`config.mk`:
```
export PLATFORM = sky130hd
export DESIGN_NAME = bitmap_first_fit_sector_allocator
export DESIGN_NICKNAME = d
export VERILOG_FILES = /design/src/rtl/bffsa_pkg.sv /design/src/rtl/bffsa_map_ram.sv /design/src/rtl/bffsa_byte_scan.sv /design/src/rtl/bitmap_first_fit_sector_allocator.sv
export SDC_FILE = /design/constraint.sdc
export NUM_CORES = 2
export LEC_CHECK = 0
export BUFFER_PORTS_ARGS = -buffer_cell sky130_fd_sc_hd__buf_2
export CAP_MARGIN = 20
export CORE_MARGIN = 5
export CORE_UTILIZATION = 30
export DETAILED_ROUTE_END_ITERATION = 7
export PLACE_DENSITY_LB_ADDON = 0.2
export REMOVE_ABC_BUFFERS = 1
export SLEW_MARGIN = 20
export SYNTH_ARGS = -nofsm -noshare
export SYNTH_HDL_FRONTEND = slang
export SYNTH_SLANG_ARGS = --single-unit
```
`constraint.sdc`:
```
create_clock -name i_clk -period 24.8 [get_ports i_clk]
set_input_delay 2.48 -clock i_clk [delete_from_list [all_inputs] [get_ports i_clk]]
set_output_delay 2.48 -clock i_clk [all_outputs]
set_load 0.05 [all_outputs]
```
`src/rtl/bffsa_pkg.sv`:
```
// Shared types and constants for the bitmap first-fit sector allocator.
package bffsa_pkg;

    localparam int MAP_BYTES    = 128;
    localparam int SECTOR_BYTES = 64;   // power of two
    localparam int MAP_AW       = $clog2(MAP_BYTES);
    localparam int TOTAL        = MAP_BYTES * 8;
    localparam int SEC_W        = 10;   // start_sector field width
    localparam int NEED_W       = $clog2(TOTAL) + 2;
    localparam int SECTOR_SHIFT = $clog2(SECTOR_BYTES);

    typedef enum logic [1:0] {
        ST_OK      = 2'd0,
        ST_NOSPACE = 2'd1,
        ST_LOADED  = 2'd2
    } t_status;

    typedef enum logic {
        FN_ALLOC = 1'b0,
        FN_LOAD  = 1'b1
    } t_func;

    typedef enum logic [1:0] {
        S_IDLE,
        S_SCAN,
        S_MARK_RD,
        S_MARK_WR
    } t_state;

    typedef struct packed {
        logic        func;
        logic [15:0] size_bytes;
        logic [6:0]  map_index;
        logic [7:0]  map_value;
    } t_in_item;

    typedef struct packed {
        logic [1:0]  status;
        logic [9:0]  start_sector;
        logic [15:0] start_address;
    } t_out_item;

    typedef struct packed {
        logic              we;
        logic [MAP_AW-1:0] waddr;
        logic [7:0]        wdata;
        logic [MAP_AW-1:0] raddr;
    } t_ram_req;

    typedef struct packed {
        logic              hit;
        logic [2:0]        pos;
        logic [NEED_W-1:0] run;
    } t_scan_res;

endpackage

```
`src/rtl/bffsa_map_ram.sv`:
```
// Sector map memory with per-byte valid bits; unwritten bytes read as zero.
module bffsa_map_ram (
    input  logic                     i_clk,
    input  logic                     i_rst_n,
    input  bffsa_pkg::t_ram_req      i_req,
    output logic [7:0]               o_rdata
);

    logic [7:0]                mem [bffsa_pkg::MAP_BYTES];
    logic [bffsa_pkg::MAP_BYTES-1:0] r_vld;
    logic [7:0]                r_rdata;
    logic                      r_rd_vld;

    always_ff @(posedge i_clk) begin
        if (i_req.we) begin
            mem[i_req.waddr] <= i_req.wdata;
        end
        r_rdata <= mem[i_req.raddr];
    end

    always_ff @(posedge i_clk) begin
        if (!i_rst_n) begin
            r_vld    <= '0;
            r_rd_vld <= 1'b0;
        end else begin
            if (i_req.we) begin
                r_vld[i_req.waddr] <= 1'b1;
            end
            r_rd_vld <= r_vld[i_req.raddr];
        end
    end

    assign o_rdata = r_rd_vld ? r_rdata : 8'h00;

endmodule

```
`src/rtl/bffsa_byte_scan.sv`:
```
// Walks the eight sector bits of one map byte, extending the free run.
module bffsa_byte_scan (
    input  logic [7:0]                    i_byte,
    input  logic [bffsa_pkg::NEED_W-1:0]  i_run,
    input  logic [bffsa_pkg::NEED_W-1:0]  i_need,
    output bffsa_pkg::t_scan_res          o_res
);

    always_comb begin
        logic [bffsa_pkg::NEED_W-1:0] run;
        logic                         hit;
        logic [2:0]                   pos;
        run = i_run;
        hit = 1'b0;
        pos = 3'd0;
        for (int j = 0; j < 8; j++) begin
            if (!hit) begin
                if (i_byte[j]) begin
                    run = '0;
                end else begin
                    run = run + 1'b1;
                    if (run == i_need) begin
                        hit = 1'b1;
                        pos = 3'(j);
                    end
                end
            end
        end
        o_res.hit = hit;
        o_res.pos = pos;
        o_res.run = run;
    end

endmodule

```
`src/rtl/bitmap_first_fit_sector_allocator.sv`:
```
// Top level: first-fit sector allocator over a byte-wide sector map memory.
// Load or zero-size item: result strobed in the cycle after acceptance, busy stays low.
// Allocate item: a scan of one map byte per cycle, with the read running one byte ahead of
// the check, then a read and a write of each map byte touched by the run before the result.
// One item at a time: busy drops in the result cycle; the receiver cannot stall results.
// Synchronous active-low reset clears control and the map valid bits at once.
module bitmap_first_fit_sector_allocator (
    input  logic                  i_clk,
    input  logic                  i_rst_n,
    input  logic                  start,
    output logic                  busy,
    input  bffsa_pkg::t_in_item   i_item,
    output logic                  o_strobe,
    output bffsa_pkg::t_out_item  o_result
);

    // FSM and scan/mark bookkeeping
    bffsa_pkg::t_state                r_state, n_state;
    logic [bffsa_pkg::MAP_AW:0]       r_rd_idx, n_rd_idx;     // next byte to read
    logic                             r_chk_vld, n_chk_vld;   // read data in flight
    logic [bffsa_pkg::MAP_AW-1:0]     r_chk_idx, n_chk_idx;   // byte of that data
    logic [bffsa_pkg::NEED_W-1:0]     r_run, n_run;
    logic [bffsa_pkg::NEED_W-1:0]     r_need, n_need;
    logic [bffsa_pkg::SEC_W-1:0]      r_start, n_start;
    logic [bffsa_pkg::SEC_W-1:0]      r_end, n_end;
    logic [bffsa_pkg::MAP_AW-1:0]     r_mark_idx, n_mark_idx;
    logic                             r_strobe, n_strobe;
    bffsa_pkg::t_out_item             r_result, n_result;

    bffsa_pkg::t_ram_req              ram_req;
    logic [7:0]                       ram_rdata;
    bffsa_pkg::t_scan_res             scan;

    logic [bffsa_pkg::NEED_W-1:0]     need;
    logic [bffsa_pkg::SEC_W-1:0]      hit_end;
    logic [bffsa_pkg::SEC_W-1:0]      hit_start;
    logic [2:0]                       mask_lo, mask_hi;
    logic [7:0]                       mark_mask;

    bffsa_map_ram u_map (
        .i_clk   (i_clk),
        .i_rst_n (i_rst_n),
        .i_req   (ram_req),
        .o_rdata (ram_rdata)
    );

    bffsa_byte_scan u_scan (
        .i_byte (ram_rdata),
        .i_run  (r_run),
        .i_need (r_need),
        .o_res  (scan)
    );

    // ceil(size / sector) by shift, since sector size is a power of two
    assign need = bffsa_pkg::NEED_W'(
        ({1'b0, i_item.size_bytes} + 17'(bffsa_pkg::SECTOR_BYTES - 1))
        >> bffsa_pkg::SECTOR_SHIFT);

    // run ends at the hit bit of the checked byte; start = end + 1 - need
    assign hit_end   = bffsa_pkg::SEC_W'({r_chk_idx, scan.pos});
    assign hit_start = bffsa_pkg::SEC_W'(bffsa_pkg::NEED_W'(hit_end) + 1'b1 - r_need);

    // bits of the current mark byte that fall inside [start, end]
    always_comb begin
        mask_lo = (r_mark_idx == r_start[bffsa_pkg::SEC_W-1:3]) ? r_start[2:0] : 3'd0;
        mask_hi = (r_mark_idx == r_end[bffsa_pkg::SEC_W-1:3])   ? r_end[2:0]   : 3'd7;
        for (int j = 0; j < 8; j++) begin
            mark_mask[j] = (3'(j) >= mask_lo) && (3'(j) <= mask_hi);
        end
    end

    always_ff @(posedge i_clk) begin
        if (!i_rst_n) begin
            r_state   <= bffsa_pkg::S_IDLE;
            r_strobe  <= 1'b0;
            r_chk_vld <= 1'b0;
        end else begin
            r_state   <= n_state;
            r_strobe  <= n_strobe;
            r_chk_vld <= n_chk_vld;
        end
    end

    always_ff @(posedge i_clk) begin
        r_rd_idx   <= n_rd_idx;
        r_chk_idx  <= n_chk_idx;
        r_run      <= n_run;
        r_need     <= n_need;
        r_start    <= n_start;
        r_end      <= n_end;
        r_mark_idx <= n_mark_idx;
        r_result   <= n_result;
    end

    always_comb begin
        n_state    = r_state;
        n_rd_idx   = r_rd_idx;
        n_chk_vld  = 1'b0;
        n_chk_idx  = r_chk_idx;
        n_run      = r_run;
        n_need     = r_need;
        n_start    = r_start;
        n_end      = r_end;
        n_mark_idx = r_mark_idx;
        n_strobe   = 1'b0;
        n_result   = r_result;
        ram_req    = '0;

        case (r_state)
            bffsa_pkg::S_IDLE: begin
                if (start) begin
                    n_strobe = 1'b1;
                    n_result = '0;
                    if (i_item.func == bffsa_pkg::FN_LOAD) begin
                        // indexes past the map are dropped, status still "loaded"
                        ram_req.we    = (32'(i_item.map_index) < bffsa_pkg::MAP_BYTES);
                        ram_req.waddr = bffsa_pkg::MAP_AW'(i_item.map_index);
                        ram_req.wdata = i_item.map_value;
                        n_result.status = bffsa_pkg::ST_LOADED;
                    end else if (i_item.size_bytes == 16'd0
                                 || 32'(need) > bffsa_pkg::TOTAL) begin
                        n_result.status = bffsa_pkg::ST_NOSPACE;
                    end else begin
                        n_strobe = 1'b0;
                        n_need   = need;
                        n_run    = '0;
                        n_rd_idx = '0;
                        n_state  = bffsa_pkg::S_SCAN;
                    end
                end
            end

            bffsa_pkg::S_SCAN: begin
                // stream reads one byte ahead of the check
                ram_req.raddr = r_rd_idx[bffsa_pkg::MAP_AW-1:0];
                if (32'(r_rd_idx) < bffsa_pkg::MAP_BYTES) begin
                    n_rd_idx  = r_rd_idx + 1'b1;
                    n_chk_vld = 1'b1;
                    n_chk_idx = r_rd_idx[bffsa_pkg::MAP_AW-1:0];
                end
                if (r_chk_vld) begin
                    n_run = scan.run;
                    if (scan.hit) begin
                        n_chk_vld  = 1'b0;
                        n_start    = hit_start;
                        n_end      = hit_end;
                        n_mark_idx = hit_start[bffsa_pkg::SEC_W-1:3];
                        n_state    = bffsa_pkg::S_MARK_RD;
                    end else if (32'(r_chk_idx) == bffsa_pkg::MAP_BYTES - 1) begin
                        n_chk_vld       = 1'b0;
                        n_strobe        = 1'b1;
                        n_result        = '0;
                        n_result.status = bffsa_pkg::ST_NOSPACE;
                        n_state         = bffsa_pkg::S_IDLE;
                    end
                end
            end

            bffsa_pkg::S_MARK_RD: begin
                ram_req.raddr = r_mark_idx;
                n_state       = bffsa_pkg::S_MARK_WR;
            end

            bffsa_pkg::S_MARK_WR: begin
                ram_req.we    = 1'b1;
                ram_req.waddr = r_mark_idx;
                ram_req.wdata = ram_rdata | mark_mask;
                if (r_mark_idx == r_end[bffsa_pkg::SEC_W-1:3]) begin
                    n_strobe               = 1'b1;
                    n_result.status        = bffsa_pkg::ST_OK;
                    n_result.start_sector  = r_start;
                    n_result.start_address = 16'({6'd0, r_start} << bffsa_pkg::SECTOR_SHIFT);
                    n_state                = bffsa_pkg::S_IDLE;
                end else begin
                    n_mark_idx = r_mark_idx + 1'b1;
                    n_state    = bffsa_pkg::S_MARK_RD;
                end
            end

            default: begin
                n_state = bffsa_pkg::S_IDLE;
            end
        endcase
    end

    assign busy     = (r_state != bffsa_pkg::S_IDLE);
    assign o_strobe = r_strobe;
    assign o_result = r_result;

endmodule

```
==> impl_results.md <==
- Outcome: finished clean
- I/O pin total: 65
- Rows: between 150 and 200
- Sequential Area: around 0.036 mm²
- Largest net degree at the start of global routing: 200
- Total GRT Usage: 17.56%
- Initial antenna violation count: 6
- Main combinational cell family by area after synthesis: compound AO/OA/AOI/OAI gates
- # Max-Cap Violations: 0
- Post-synthesis mux area share: under 10%
- GPL Wtd Cong: about 0.9
- CTS tree: yes
- WL/cell: between 20 and 25 µm
- Adder-Cell Fraction of Synth Area: 0.6838%
- Core area: ~0.2 mm²
- Headroom to the max-slew limit: about a quarter
- Design area: 0.06687 mm²
- Hold Fails Final Rpt: 0
- Horiz. Die Dim: between 400 and 500 µm
- Top cells by area, synth: edfxtp_1 (55%), dfxtp_1 (4.7%), nand3b_1 (3.7%), nand2_1 (3.1%), o21ai_0 (3.1%)
- M1 wire length: between 80 and 90 mm
- Dpl cells: between 7k and 8k
- Number of DRC markers in iteration 0: 3783
- Flop and latch count out of synthesis: between 1k and 1.5k
- Clk sinks: 1242
- Commonest non-fill, non-tap cell in the layout: edfxtp_1
- Wire length on met3: just over 9 mm
- Clock root cell: clkbuf_16
- Worst slack, placed: between 8000 and 9000 ps
- P_sw: 2.891 mW
- Post-CTS Setup Inserts: 0
- Final setup viols: 0
- Measured slew at the worst slew-check pin: about 1100 ps
- Critical Path Max Stage Delay: 770 ps
- Main flop type after synthesis: edfxtp_1
- Residual DRC: 0
- Grt ovf: 0
- Post-cts gate resize count: 0
- Multi-input gate area: roughly 0.022 mm²
- Hold_ws: around 450 ps
- Critical path's top delay family: simple AND/OR/NAND/NOR gates
- Slowest CP cell: edfxtp_1
- Ratio of cells with drive above 1 in the final layout: approximately a tenth
- Static Leakage: ~22 nW
- Final Instance Count excl. Fillers: 7655
- Clk slew on worst S/H paths: roughly 70 ps
- WL final: ~190 mm
- Min Clock Period, post-route: 16250 ps
- Critical Path Most Common Cell: ha_1
- # H-tree levels: 4
- Final Skew: 41.59 ps
- Final-layout fill cell count: between 15k and 20k
- Uppermost routed layer: met5
- Post-synthesis xor/xnor area fraction: about 2.2%
- Sequential share of power: ~33%
- Critical path endpoint category: register
- Effective utilization at floorplan: 30.18%
- Final Slew Violations: 0
- Port bufs: slightly below 60
- Vias in the first global route: around 40k
- Clock power frac: 27.7%
- Clk_lat worst skew: 780 ps
- Gate Count Post-Synth: slightly above 5k
- Synth warnings: 0
- Synth top area share: a little under three fifths
- Die Ht: roughly 460 µm
- Drt pass-1 iters: 6
- Critical Path Source Type: register
- Post-synth EDFFs: around 1.1k
- CTS buffer count: 140
- Crit-path max FO: 30
- Placed cell area: about 0.062 mm²
- Leading area contributor after synthesis: edfxtp_1
- Post-DP HPWL: between 100 and 150 mm
- First-pass GRT wire length: 279.1 mm
- RSZ-0062 raised after global routing: false
- Most frequent cells in the layout: edfxtp_1 (1101), nand2_1 (492), o21ai_0 (369)
- CP Data Required Time: between 20000 and 30000 ps
- Vias per cell: 5.435
- Synth Area in Simple Gates: 15.02%
- Internal power: ~4.4 mW
- Post-synthesis sequential area ratio: 60.16%
- Power Dens Cells: roughly 110 mW/mm²
- Sw Ratio: about two fifths
- Crit path buf inv count: 4
- Nets: 4962
- Max VDD drop: 0.00007319 V
- Post-synthesis area per instance: around 12 µm²
- Clk buf depth: 3
- Compound-Gate Fraction of Synth Area: between 15 and 20%
- Vias: approximately 42k
- Cell variety after synth: 123
- Die area: approximately 0.21 mm²
- Setup ws final: around 8500 ps
- Comb power frac: about two fifths
- CTS Hold Bufs: 0
- Routed Antenna Nets: 0
- Crit path DAT: ~17000 ps
- Met2 WL: approximately 88 mm
- Final worst-path cycle share: between 60 and 70%
- Fmax: 0.06153 GHz
- Netlist Area Pre-Place: 0.05965 mm²
- Async set-reset flop share out of synthesis: 0%
- Hold Crit Class: register to register
- CP Class: register to register
- Final design utilization: between 30 and 40%
- Layout overhead on the synthesized area: 12.12%
-- path summary, 6_finish.rpt --
check	start	end	slack [ps]	cells after the start
worst max-delay path	r_run[0]	r_mark_idx[6]	8550	56
worst min register to register	u_map.r_vld[39]	u_map.r_vld[39]	450	1
worst min-delay path	u_map.r_vld[39]	u_map.r_vld[39]	450	1
worst max register to register	r_run[0]	r_mark_idx[6]	8550	56
-- layout make-up --
class                   instances  area share (%)
diodes                          2        0.007484
well taps                    2640           4.939
inverters                      42          0.2357
flip-flops and latches       1242           53.66
repair buffers                133           1.379
clock buffers                 216           6.026
multi-input cells            3336           33.04
clock inverters                44          0.7166
-- cell families (layout without fill, tap and decap cells) --
logic type,Yosys count,after routing
AOI/OAI and AO/OA,1347,1347
xor gates and xnor gates,141,141
adders and majority gates,32,32
buffers and inverters,453,435
DFF,1242,1242
muxes,112,112
other,1,8
and+or+nand+nor,1698,1698
-- through the flow --
stage / power, mW / setup TNS (ps)
2_1_floorplan: 4.463 / -146.9
3_3_place_gp: 5.309 / 0
3_5_place_dp: 5.298 / 0
4_1_cts: 7.335 / 0
5_1_grt: 7.663 / 0
6_report: 7.315 / 0
-- per-layer routing --
layer	global-route usage (%)	up-vias
li1	-	19040
met1	25.10	21190
met2	28.06	1146
met3	2.525	226
met4	4.424	2
met5	0	-
-- state kept, by name (all words and copies together) (netlist names) --
signal,flops
r_run,12
u_map.r_rd_vld,1
r_rd_idx,8
r_chk_vld,1
o_result,12
r_mark_idx,7
u_map.mem,1024
u_map.r_vld,128
r_need,11
r_end,10
r_chk_idx,7
r_start,10
u_map.r_rdata,8
o_strobe,1
r_state,2
-- power by group through the flow --
stage | Clock [mW] | Sequential, mW | Combinational [mW]
global route | 2.16 | 2.43 | 3.07
floorplan | 0 | 2.51 | 1.95
finish | 2.02 | 2.43 | 2.86
detailed placement | 0 | 2.47 | 2.82
global placement | 0 | 2.47 | 2.84
CTS | 2.07 | 2.43 | 2.83
-- cells in the mapped netlist (9+ instances only) --
| library cell | count |
|---|---|
| buf_2 | 25 |
| ha_1 | 31 |
| or4_1 | 13 |
| xnor2_1 | 98 |
| a31oi_1 | 162 |
| o211ai_1 | 173 |
| a211oi_1 | 161 |
| o21a_1 | 143 |
| and3_1 | 183 |
| a21o_1 | 13 |
| a21oi_1 | 98 |
| nor4_1 | 28 |
| nand3b_1 | 294 |
| o21ai_0 | 369 |
| clkbuf_1 | 304 |
| o31ai_1 | 9 |
| nand2_1 | 498 |
| nand3_1 | 90 |
| o22ai_1 | 12 |
| nor2_1 | 348 |
| nand4_1 | 29 |
| a22o_1 | 12 |
| or3_1 | 22 |
| nand2b_1 | 11 |
| o21ai_1 | 11 |
| a22oi_1 | 21 |
| buf_4 | 24 |
| inv_1 | 37 |
| mux4_2 | 72 |
| and4_1 | 15 |
| and2_1 | 39 |
| a211o_1 | 10 |
| nor3_1 | 62 |
| or2_2 | 10 |
| edfxtp_1 | 1101 |
| mux2_2 | 13 |
| dfxtp_1 | 141 |
| xor2_1 | 35 |
| buf_1 | 53 |
| mux2i_1 | 26 |
Power figures use the tool's default switching activity.
